## src/sv/pdst_pkg.sv

```systemverilog
// ----------------------------------------------------------------------------
// pdst_pkg: shared types and constants of the polled delay slot table
// Table geometry, entry layout and the request/update records passed
// between the sequencer, the slot store and the update unit.
// ----------------------------------------------------------------------------
`default_nettype none

package pdst_pkg;

  localparam int SLOT_COUNT = 256;
  localparam int SLOT_AW    = $clog2(SLOT_COUNT);
  localparam int SLOT_W     = 8;
  localparam int COUNT_W    = 16;

  // One table entry: armed mark and countdown value
  typedef struct packed {
    logic               armed;
    logic [COUNT_W-1:0] remaining;
  } entry_t;

  // Captured item, decoded for the update unit
  typedef struct packed {
    logic               clear;
    logic               in_range;
    logic               slot_zero;
    logic [COUNT_W-1:0] count;
  } req_t;

  // Update unit status toward the sequencer
  typedef struct packed {
    logic wr_en;
    logic fired;
  } upd_t;

  function automatic logic [SLOT_AW-1:0] slot_index(input logic [SLOT_W-1:0] s);
    logic [31:0] wide;
    wide = 32'(s);
    return wide[SLOT_AW-1:0];
  endfunction

  function automatic logic slot_in_range(input logic [SLOT_W-1:0] s);
    return 32'(s) < 32'(SLOT_COUNT);
  endfunction

endpackage

`default_nettype wire

```

## src/sv/pdst_upd.sv

```systemverilog
// ----------------------------------------------------------------------------
// pdst_upd: slot update unit
// Clear, arm or decrement-and-compare unit that turns the fetched entry and
// the current item into the write-back entry and the expired flag.
// ----------------------------------------------------------------------------
`default_nettype none

module pdst_upd
  import pdst_pkg::*;
(
  input  wire req_t   req,
  input  wire entry_t cur,
  output entry_t      nxt,
  output upd_t        upd
);

  logic               armed;
  logic               at_zero;
  logic [COUNT_W-1:0] dec;

  assign armed   = req.slot_zero | cur.armed;
  assign at_zero = (cur.remaining == '0);
  assign dec     = cur.remaining - COUNT_W'(1);

  always_comb begin
    nxt       = cur;
    upd.wr_en = 1'b0;
    upd.fired = 1'b0;
    if (req.in_range) begin
      upd.wr_en = 1'b1;
      if (req.clear) begin
        nxt = '0;
      end else if (!armed) begin
        nxt.armed     = 1'b1;
        nxt.remaining = req.count;
      end else begin
        // wrap to all ones on firing
        nxt.remaining = dec;
        if (at_zero) begin
          nxt.armed = 1'b0;
          upd.fired = 1'b1;
        end
      end
    end
  end

endmodule

`default_nettype wire

```

## config.mk

```make
export PLATFORM = sky130hd
export DESIGN_NAME = pdst_upd
export DESIGN_NICKNAME = d
export VERILOG_FILES = /design/src/sv/pdst_pkg.sv /design/src/sv/pdst_upd.sv
export SDC_FILE = /design/constraint.sdc
export NUM_CORES = 1
export LEC_CHECK = 0
export BUFFER_PORTS_ARGS = -buffer_cell sky130_fd_sc_hd__buf_2
export CORE_MARGIN = 5
export CORE_UTILIZATION = 39
export DETAILED_ROUTE_END_ITERATION = 8
export GPL_TIMING_DRIVEN = 0
export PLACE_DENSITY = 0.91
export REMOVE_ABC_BUFFERS = 1
export SYNTH_ARGS = -nofsm -noshare
export SYNTH_HDL_FRONTEND = slang
export SYNTH_SLANG_ARGS = --single-unit
```

## constraint.sdc

```tcl
create_clock -name vclk -period 2.52
set_clock_uncertainty 0.1 [all_clocks]
set_input_delay 0.504 -clock vclk [all_inputs]
set_output_delay 0.504 -clock vclk [all_outputs]
set_load 0.05 [all_outputs]
```

# Word level (Yosys, flattened, before mapping)
# Cells that the tools add are included.
# totals
ff_bits	0
latch_bits	0
ramBits	0
mem_bits_ro	0
input_bits	36
output_inout_bits	19
word_cells	11
memories	0
# classes
add_sub_neg	1
mul	0
div	0
magnitude_cmp	0
n_eq_ne	0
shifts	0
mux	8
bitwise_logic	1
reduce_logical	1
# ops
operator	count
$mux W17	3
$logic_not A16 Y1	1
$sub A16 B1 Y16 const B	1
$mux W1	4
$mux W2	1
$or A1 B1 Y1	1

# Logic depth before layout (Yosys ltp)
# Gate-level depths: netlist (run 1).
# logic_depth
word_depth	5
ltp_mapped	7
mapped_depth_nobuf	6

# Worst setup path after synthesis (run 1)
# No wires, ideal clock.
# synth_timing
path_kind	in2out
start	in cur[0] (netlist bit)
end	out nxt[6] (netlist bit)
arrival_ps	2504
required_time_ps	1916
slack_ps	-588
cell_stages	7
n_path_buf	1
cell_sequence	inv_1 > ha_1 > or3b_1 > clkbuf_1 > nor3_1 > a21oi_1 > o21ai_0
# synth_lines
item	line_no	source
start, declared	pdst_upd.sv:12	input wire entry_t cur,
end, declared	pdst_upd.sv:13	output entry_t nxt,

==> results.txt, run 1 <==
- After layout, the worst setup slack is -300 ps.
- The via count of the first global-routing pass is 1201.
- Largest delay share family, worst path: simple AND/OR/NAND/NOR gates
* Worst slew margin relative to its limit: between 50% and 60%
- The critical path in this run is classified as in2out.
- The critical path contains buffers and inverters numbering 2 combined.
- Derived from the worst setup path, the maximum achievable clock frequency is 0.355 GHz.
- Initial standard-cell utilization of the core: about two fifths
- Final core utilization: a little under three quarters
- Cell count after synthesis: approximately 120
* Final setup violation count: 12
- The layout has ~140 filler cells.
- Setup repair after global routing could not meet its margin everywhere.
- The die covers 0.00284 mm2.
* Post-detailed-route wirelength per cell: 18.7 um
* Total iterations of the first detailed-routing run: 4
- The signal on the critical path passes through buf_6 -> or4_4 -> or3_1 -> o311ai_2 -> o21ai_1 -> buf_6.
- In the post-synthesis netlist, the biggest area contributors are sky130_fd_sc_hd__nor3_1, sky130_fd_sc_hd__nor2_1, sky130_fd_sc_hd__a21oi_1.
* Fraction of synthesized cell area taken by the top area cell type: 7.55%
* Die X-Extent: 53.2 um
* Worst Hold Endpoint: nxt[14]
- The largest individual stage delay along the critical path comes from the cell sky130_fd_sc_hd__or4_4.
- Once detail routing completed, the nets flagged for antenna violations numbered 0.
* Worst setup EP type: output pin
* Worst IR drop on VDD: roughly 0.18 mV
* Largest net degree at the start of global routing: 27
- Max-cap check violation count: 0
- DR vias: 1290
* Number of top-level pins: between 50 and 60
- The floorplan step set the die height to about 53 um.
* Number of warnings issued by yosys: 0
- For the pin with the worst max-slew slack, the measured transition is slightly below 700 ps.
- Final weighted congestion of routability-driven global placement: between 0.8 and 0.9
- Outcome: finished with violations
- Total number of sequential cells: 0
* Violations in the final reports: negative setup slack
- The largest single stage delay on the critical path is 570 ps.
- The layout has 0 clock buffers.
* Cell taking the most area after synthesis: sky130_fd_sc_hd__nor3_1
- Tightest Hold Check Type: in2out
- Sequential element share of the synthesized area: 0%
* Most common cell on crit path: sky130_fd_sc_hd__buf_6
* Routed wl met3: 470 um
* Std-Cell Rows: 15
- Instance count on the critical path: 6
- Leakage dissipation: approximately 0.54 nW
* Netlist Area Pre-Place: 729 um2
- Relative to the synthesized area, the layout overhead comes to 70.0%.
* Total gr overflow: 0
* Register area: 0 um2
- Detailed-route wire length: 3.67 mm
* Syn_area_per_cell: slightly above 6 um2
* Count of nets after finishing: 211
* Detailed placement HPWL: 2.24 mm
- The routed design could run at a clock period as short as between 2000 and 3000 ps.
- During placement, the flow inserted port buffers numbering between 50 and 60.
- Across all hold checks on the routed design, the worst slack comes to 1290 ps.
- STA puts the critical path data arrival time at 2220 ps.
- DRC: 0
- Wire length of the first global-routing pass: 5.40 mm
- Share of post-route cells with drive strength above 1: 50.9%
* Worst Setup Start Kind: primary input
* Max Used Layer: met4
- The initial antenna violation count is 0.
* Count of antenna diodes in the layout: 0
- The design draws 0.282 mW.
- Fin crit share: 112%
* Met1 Wirelength: 1.32 mm
- After detailed routing, the met2 layer carries 1.74 mm of wire.
- Start point of the worst hold path: req[14]
- Max-slew violations: 0
- Distinct cells, synth: 44
- For this run, the total global-route usage over all layers was measured as 24.3%.
- After detailed routing, the number of vias per cell comes to roughly 6.6.
* Largest fanout on the critical path: 4
- Cell Pwr Density: between 200 and 250 mW/mm2
- Std-Cell Core Area: 0.00175 mm2
- Worst hold path stage count: 4
- In this run, post-CTS hold repair placed 0 buffers.
* Data required, critical path: 1920 ps
- Most numerous cell types in the synthesized netlist: sky130_fd_sc_hd__nor2_1, sky130_fd_sc_hd__nor3_1, sky130_fd_sc_hd__a21oi_1
- After the first detailed-routing iteration, the DRC count stood at 56.
- The final hold violation count was 0.
-- cells by family after synthesis --
kind of cell	after synthesis	synth area share, %
adders and majority gates	2	3.43
buffers and inverters	17	10.5
AOI/OAI and AO/OA	43	43.1
and+or+nand+nor	53	40.1
muxes	2	2.92
-- what timing repair did --
action                                  4_1_cts  5_1_grt
buffers inserted                              5        3
gates resized for setup                      42        9
pin swaps                                     5        4
endpoints found under the setup margin       18       14
cloned                                        0        1
-- per-stage QoR --
step / cell area (um2) / worst slack, ps / cells / TNS, ps
2_1_floorplan: 679 / -701 / 107 / -6550
3_3_place_gp: 986 / -634 / 187 / -8390
3_5_place_dp: 986 / -715 / 187 / -9840
4_1_cts: 1180 / -207 / 192 / -970
5_1_grt: 1240 / -328 / 196 / -1860
6_report: 1240 / -300 / 196 / -1240
-- layout by cell type (no fill, tap or decap), types with 2 or more instances in the layout --
master                       n
sky130_fd_sc_hd__a32oi_1     4
sky130_fd_sc_hd__or2_2       2
sky130_fd_sc_hd__or3_4       3
sky130_fd_sc_hd__inv_1       5
sky130_fd_sc_hd__a21oi_1     8
sky130_fd_sc_hd__o21ai_1     3
sky130_fd_sc_hd__o31ai_1     2
sky130_fd_sc_hd__a22o_1      2
sky130_fd_sc_hd__buf_6       8
sky130_fd_sc_hd__nor2_2      2
sky130_fd_sc_hd__o22ai_1     4
sky130_fd_sc_hd__buf_2      39
sky130_fd_sc_hd__nor2_1      9
sky130_fd_sc_hd__nand2_1     7
sky130_fd_sc_hd__or3_1       2
sky130_fd_sc_hd__nor3_1      8
sky130_fd_sc_hd__buf_4      14
sky130_fd_sc_hd__o2bb2ai_1   4
sky130_fd_sc_hd__nor2b_1     3
sky130_fd_sc_hd__nor3_2      2
sky130_fd_sc_hd__buf_8       2
sky130_fd_sc_hd__a22oi_1     2
sky130_fd_sc_hd__o21ai_0     4
sky130_fd_sc_hd__or4_4       2
-- layer usage --
metal  vias up  track usage, %
met5         -               0
met4         0            6.81
met3        20            3.38
met2       118            43.1
met1       583            29.8
li1        569               -
-- report_power, final --
part | switching (mW) | internal, mW | leakage, nW
combinational | 0.183 | 0.0990 | 0.535
clock | 0 | 0 | 0
sequential | 0 | 0 | 0
total | 0.183 | 0.0990 | 0.535
-- cell type report --
class                      instances  area (um2)  area share (%)
inverter                           7        33.8            2.72
multi-input combinational        101         754            60.8
timing repair buffer              63         420            33.9
tap                               25        31.3            2.52
-- worst max-delay path by stage --
stage	from	end
2_1_floorplan	cur[16]	nxt[3]
3_3_place_gp	cur[16]	nxt[16]
3_5_place_dp	cur[16]	nxt[16]
4_1_cts	cur[1]	nxt[10]
5_1_grt	cur[11]	nxt[15]
6_report	cur[13]	nxt[15]
Note: power is estimated with default switching activity, not from simulation.
==> run 2, diff against run 1 <==
--- a/config.mk
+++ b/config.mk
@@ -12,6 +12,7 @@
 export GPL_TIMING_DRIVEN = 0
 export PLACE_DENSITY = 0.91
 export REMOVE_ABC_BUFFERS = 1
+export SETUP_SLACK_MARGIN = 0.1
 export SYNTH_ARGS = -nofsm -noshare
 export SYNTH_HDL_FRONTEND = slang
 export SYNTH_SLANG_ARGS = --single-unit
==> run 2 against run 1 <==
Compared with the run above:
- the run still ends with negative setup slack left
- first-iteration DRC count up 7.1%
- die area unchanged
- combinational power up 2%
- sequential cell count unchanged
- sequential share of layout area unchanged
- global-route usage up 1.3 points
- cell count unchanged
- core utilization up 2.0 points
- setup slack better by 96 ps
- via count down 0.47%
- critical path depth up 2
- fmax up 3.5%
==> results.txt, run 2 (synthesized netlist as in run 1, its figures left out) <==
- The final hold violation count came to 0 (unchanged).
- Total routing usage reported by global routing: 25.6% (+1.3 points)
- The number of port buffers is 55 (unchanged).
- The power density over cell area was 225 mW/mm2 (-1.2%).
* Number of placed cells counting well taps: 187 (unchanged)
* DR vias: 1284 (-0.47%)
* Post-synthesis to final-layout area growth: 74.8%
- Commonest non-fill, non-tap cell in the layout: sky130_fd_sc_hd__buf_2
- Antenna violations before repair: 0 (unchanged)
- Worst Setup Start Kind: primary input
* Initial standard-cell utilization of the core: 41.8% (unchanged)
- Worst IR drop on VDD: 0.167 mV (-5.2%)
- The final standard cell count with taps included and fillers excluded was 196 (unchanged).
- Wire length of the first global-routing pass: 5.62 mm (+4.1%)
- The fraction of final layout cells with drive strength greater than 1 is 52.0% (+1.2 points).
- Worst-Margin Slew: 616 ps (-59.8 ps)
- Overall Power: 0.287 mW (+1.6%)
* Count of antenna diodes in the layout: 0 (unchanged)
* Crit path DAT: 2120 ps (-100 ps)
* Data required, critical path: 1920 ps (about the same)
- The cts-stage hold buffer count is 0 (unchanged).
- Remaining antenna violation count after routing: 0 (unchanged)
- The maximum fanout along the worst path is 4 (unchanged).
- Number of global-route vias before repair: 1248 (+3.9%)
- The final worst setup slack came to -204 ps (+95.9 ps).
* Count of nets after finishing: 211 (unchanged)
* DRC: 0 (unchanged)
- Total iterations of the first detailed-routing run: 5 (+1)
- The time the worst path needs with I/O delays and setup was 2720 ps (-95.9 ps).
* Tightest Hold Check Type: in2out
- The total detailed-routing wirelength is 3.72 mm (+1.3%).
- Largest net degree at the start of global routing: 27 (unchanged)
- The flip-flop and latch area came to 0 um2 (unchanged).
- Final setup violation count: 12 (unchanged)
- Vias per std cell: 6.55 (-0.47%)
* Die outline area: 0.00284 mm2 (unchanged)
- STA classifies the critical path endpoint as an output pin.
- The total number of placement rows is 15 (unchanged).
- The share of the clock period used by the worst path was 108% (-3.8 points).
* Placed instance area: 986 um2 (unchanged)
- The number of ports placed on the die boundary was 55 (unchanged).
* Total number of sequential cells: 0 (unchanged)
- The worst slew margin relative to its limit came to 58.8% (+3.9 points).
- The max-capacitance violation count is 0 (unchanged).
- Final standard cell area without fillers: 0.00127 mm2 (+2.8%)
- Outcome: finished with violations
- In the layout the commonest cells are sky130_fd_sc_hd__buf_2, sky130_fd_sc_hd__buf_4, sky130_fd_sc_hd__buf_6.
- Die X-Extent: 53.2 um (unchanged)
- The final number of max-transition violations came to 0 (unchanged).
- Maximum frequency from static timing analysis: 0.367 GHz (+3.5%)
* CP max-delay cell: sky130_fd_sc_hd__or3b_4
- Final core utilization: 73.0% (+2.0 points)
- The number of clock buffers in the layout came to 0 (unchanged).
- Std-Cell Core Area: 0.00175 mm2 (unchanged)
- RSZ-0062 raised after global routing: true
- DR iter-0 viols: 60 (+7.1%)
* Final weighted congestion of routability-driven global placement: 0.849 (unchanged)
- The mean routed wirelength per cell was 19.0 um (+1.3%).
* Total gr overflow: 0 (unchanged)
- Violations in the final reports: negative setup slack
- The standby leakage power came to 0.548 nW (+2.4%).
- The fill cell total of the finished layout is 124 (-8.8%).
- Crit path largest cell delay: 380 ps (-190 ps)
- Y dimension of the die: 53.2 um (unchanged)
- Detailed placement HPWL: 2.24 mm (unchanged)
- The critical path in this run is classified as in2out.
* Cells along the critical path: buf_8 -> inv_6 -> ha_4 -> or3b_4 -> or3_4 -> o31a_1 -> o221ai_2 -> buf_6
- Final TNS setup: -1590 ps (-356 ps)
==> run 2: cell count changes in the layout (fill, tap and decap cells not counted), sizes merged <==
cell  delta
buf      +1
nor2     -1
==> run 2: what timing repair did <==
action,in CTS,in global routing
pin swaps,8,8
setup endpoints to repair,18,16
gates resized for setup,49,13
setup buffers,6,3
==> run 2: final timing paths <==
path,startpoint,to,slack (ps),cells after the start
max,cur[1],nxt[10],-200,8
min,req[14],nxt[14],1290,4
==> run 2: per-stage QoR <==
step                      setup slack (ps)  hold WS [ps]
after floorplan                       -701           908
after global routing                  -259          1300
after detailed placement              -715          1340
after CTS                             -207          1280
final                                 -204          1290
after global placement                -634          1330
==> run 2: power breakdown <==
group / internal (mW) / switching, mW / total [mW] / leakage [nW]
Combinational: 0.103 / 0.184 / 0.287 / 0.548
Clock: 0 / 0 / 0 / 0
Sequential: 0 / 0 / 0 / 0
Total: 0.103 / 0.184 / 0.287 / 0.548
==> run 2: final cells by class <==
type                       instances  area [um2]  area share, %
tap                               25        31.3           2.45
multi-input combinational        100         762           59.8
inverter                           7        33.8           2.65
timing repair buffer              64         448           35.1
==> run 2: critical path: cells and delay by family <==
family	cells	cell delay, ps
simple gates	2	740
compound gates	2	410
buf+inv	3	350
fa+ha+maj	1	120
==> run 2: routing by layer <==
metal / global-route usage, % / vias up / wire (um)
met5: 0 / - / 0
met4: 7.66 / 0 / 116
met3: 3.94 / 19 / 420
met2: 46.7 / 113 / 1840
met1: 29.8 / 584 / 1340
li1: - / 568 / -
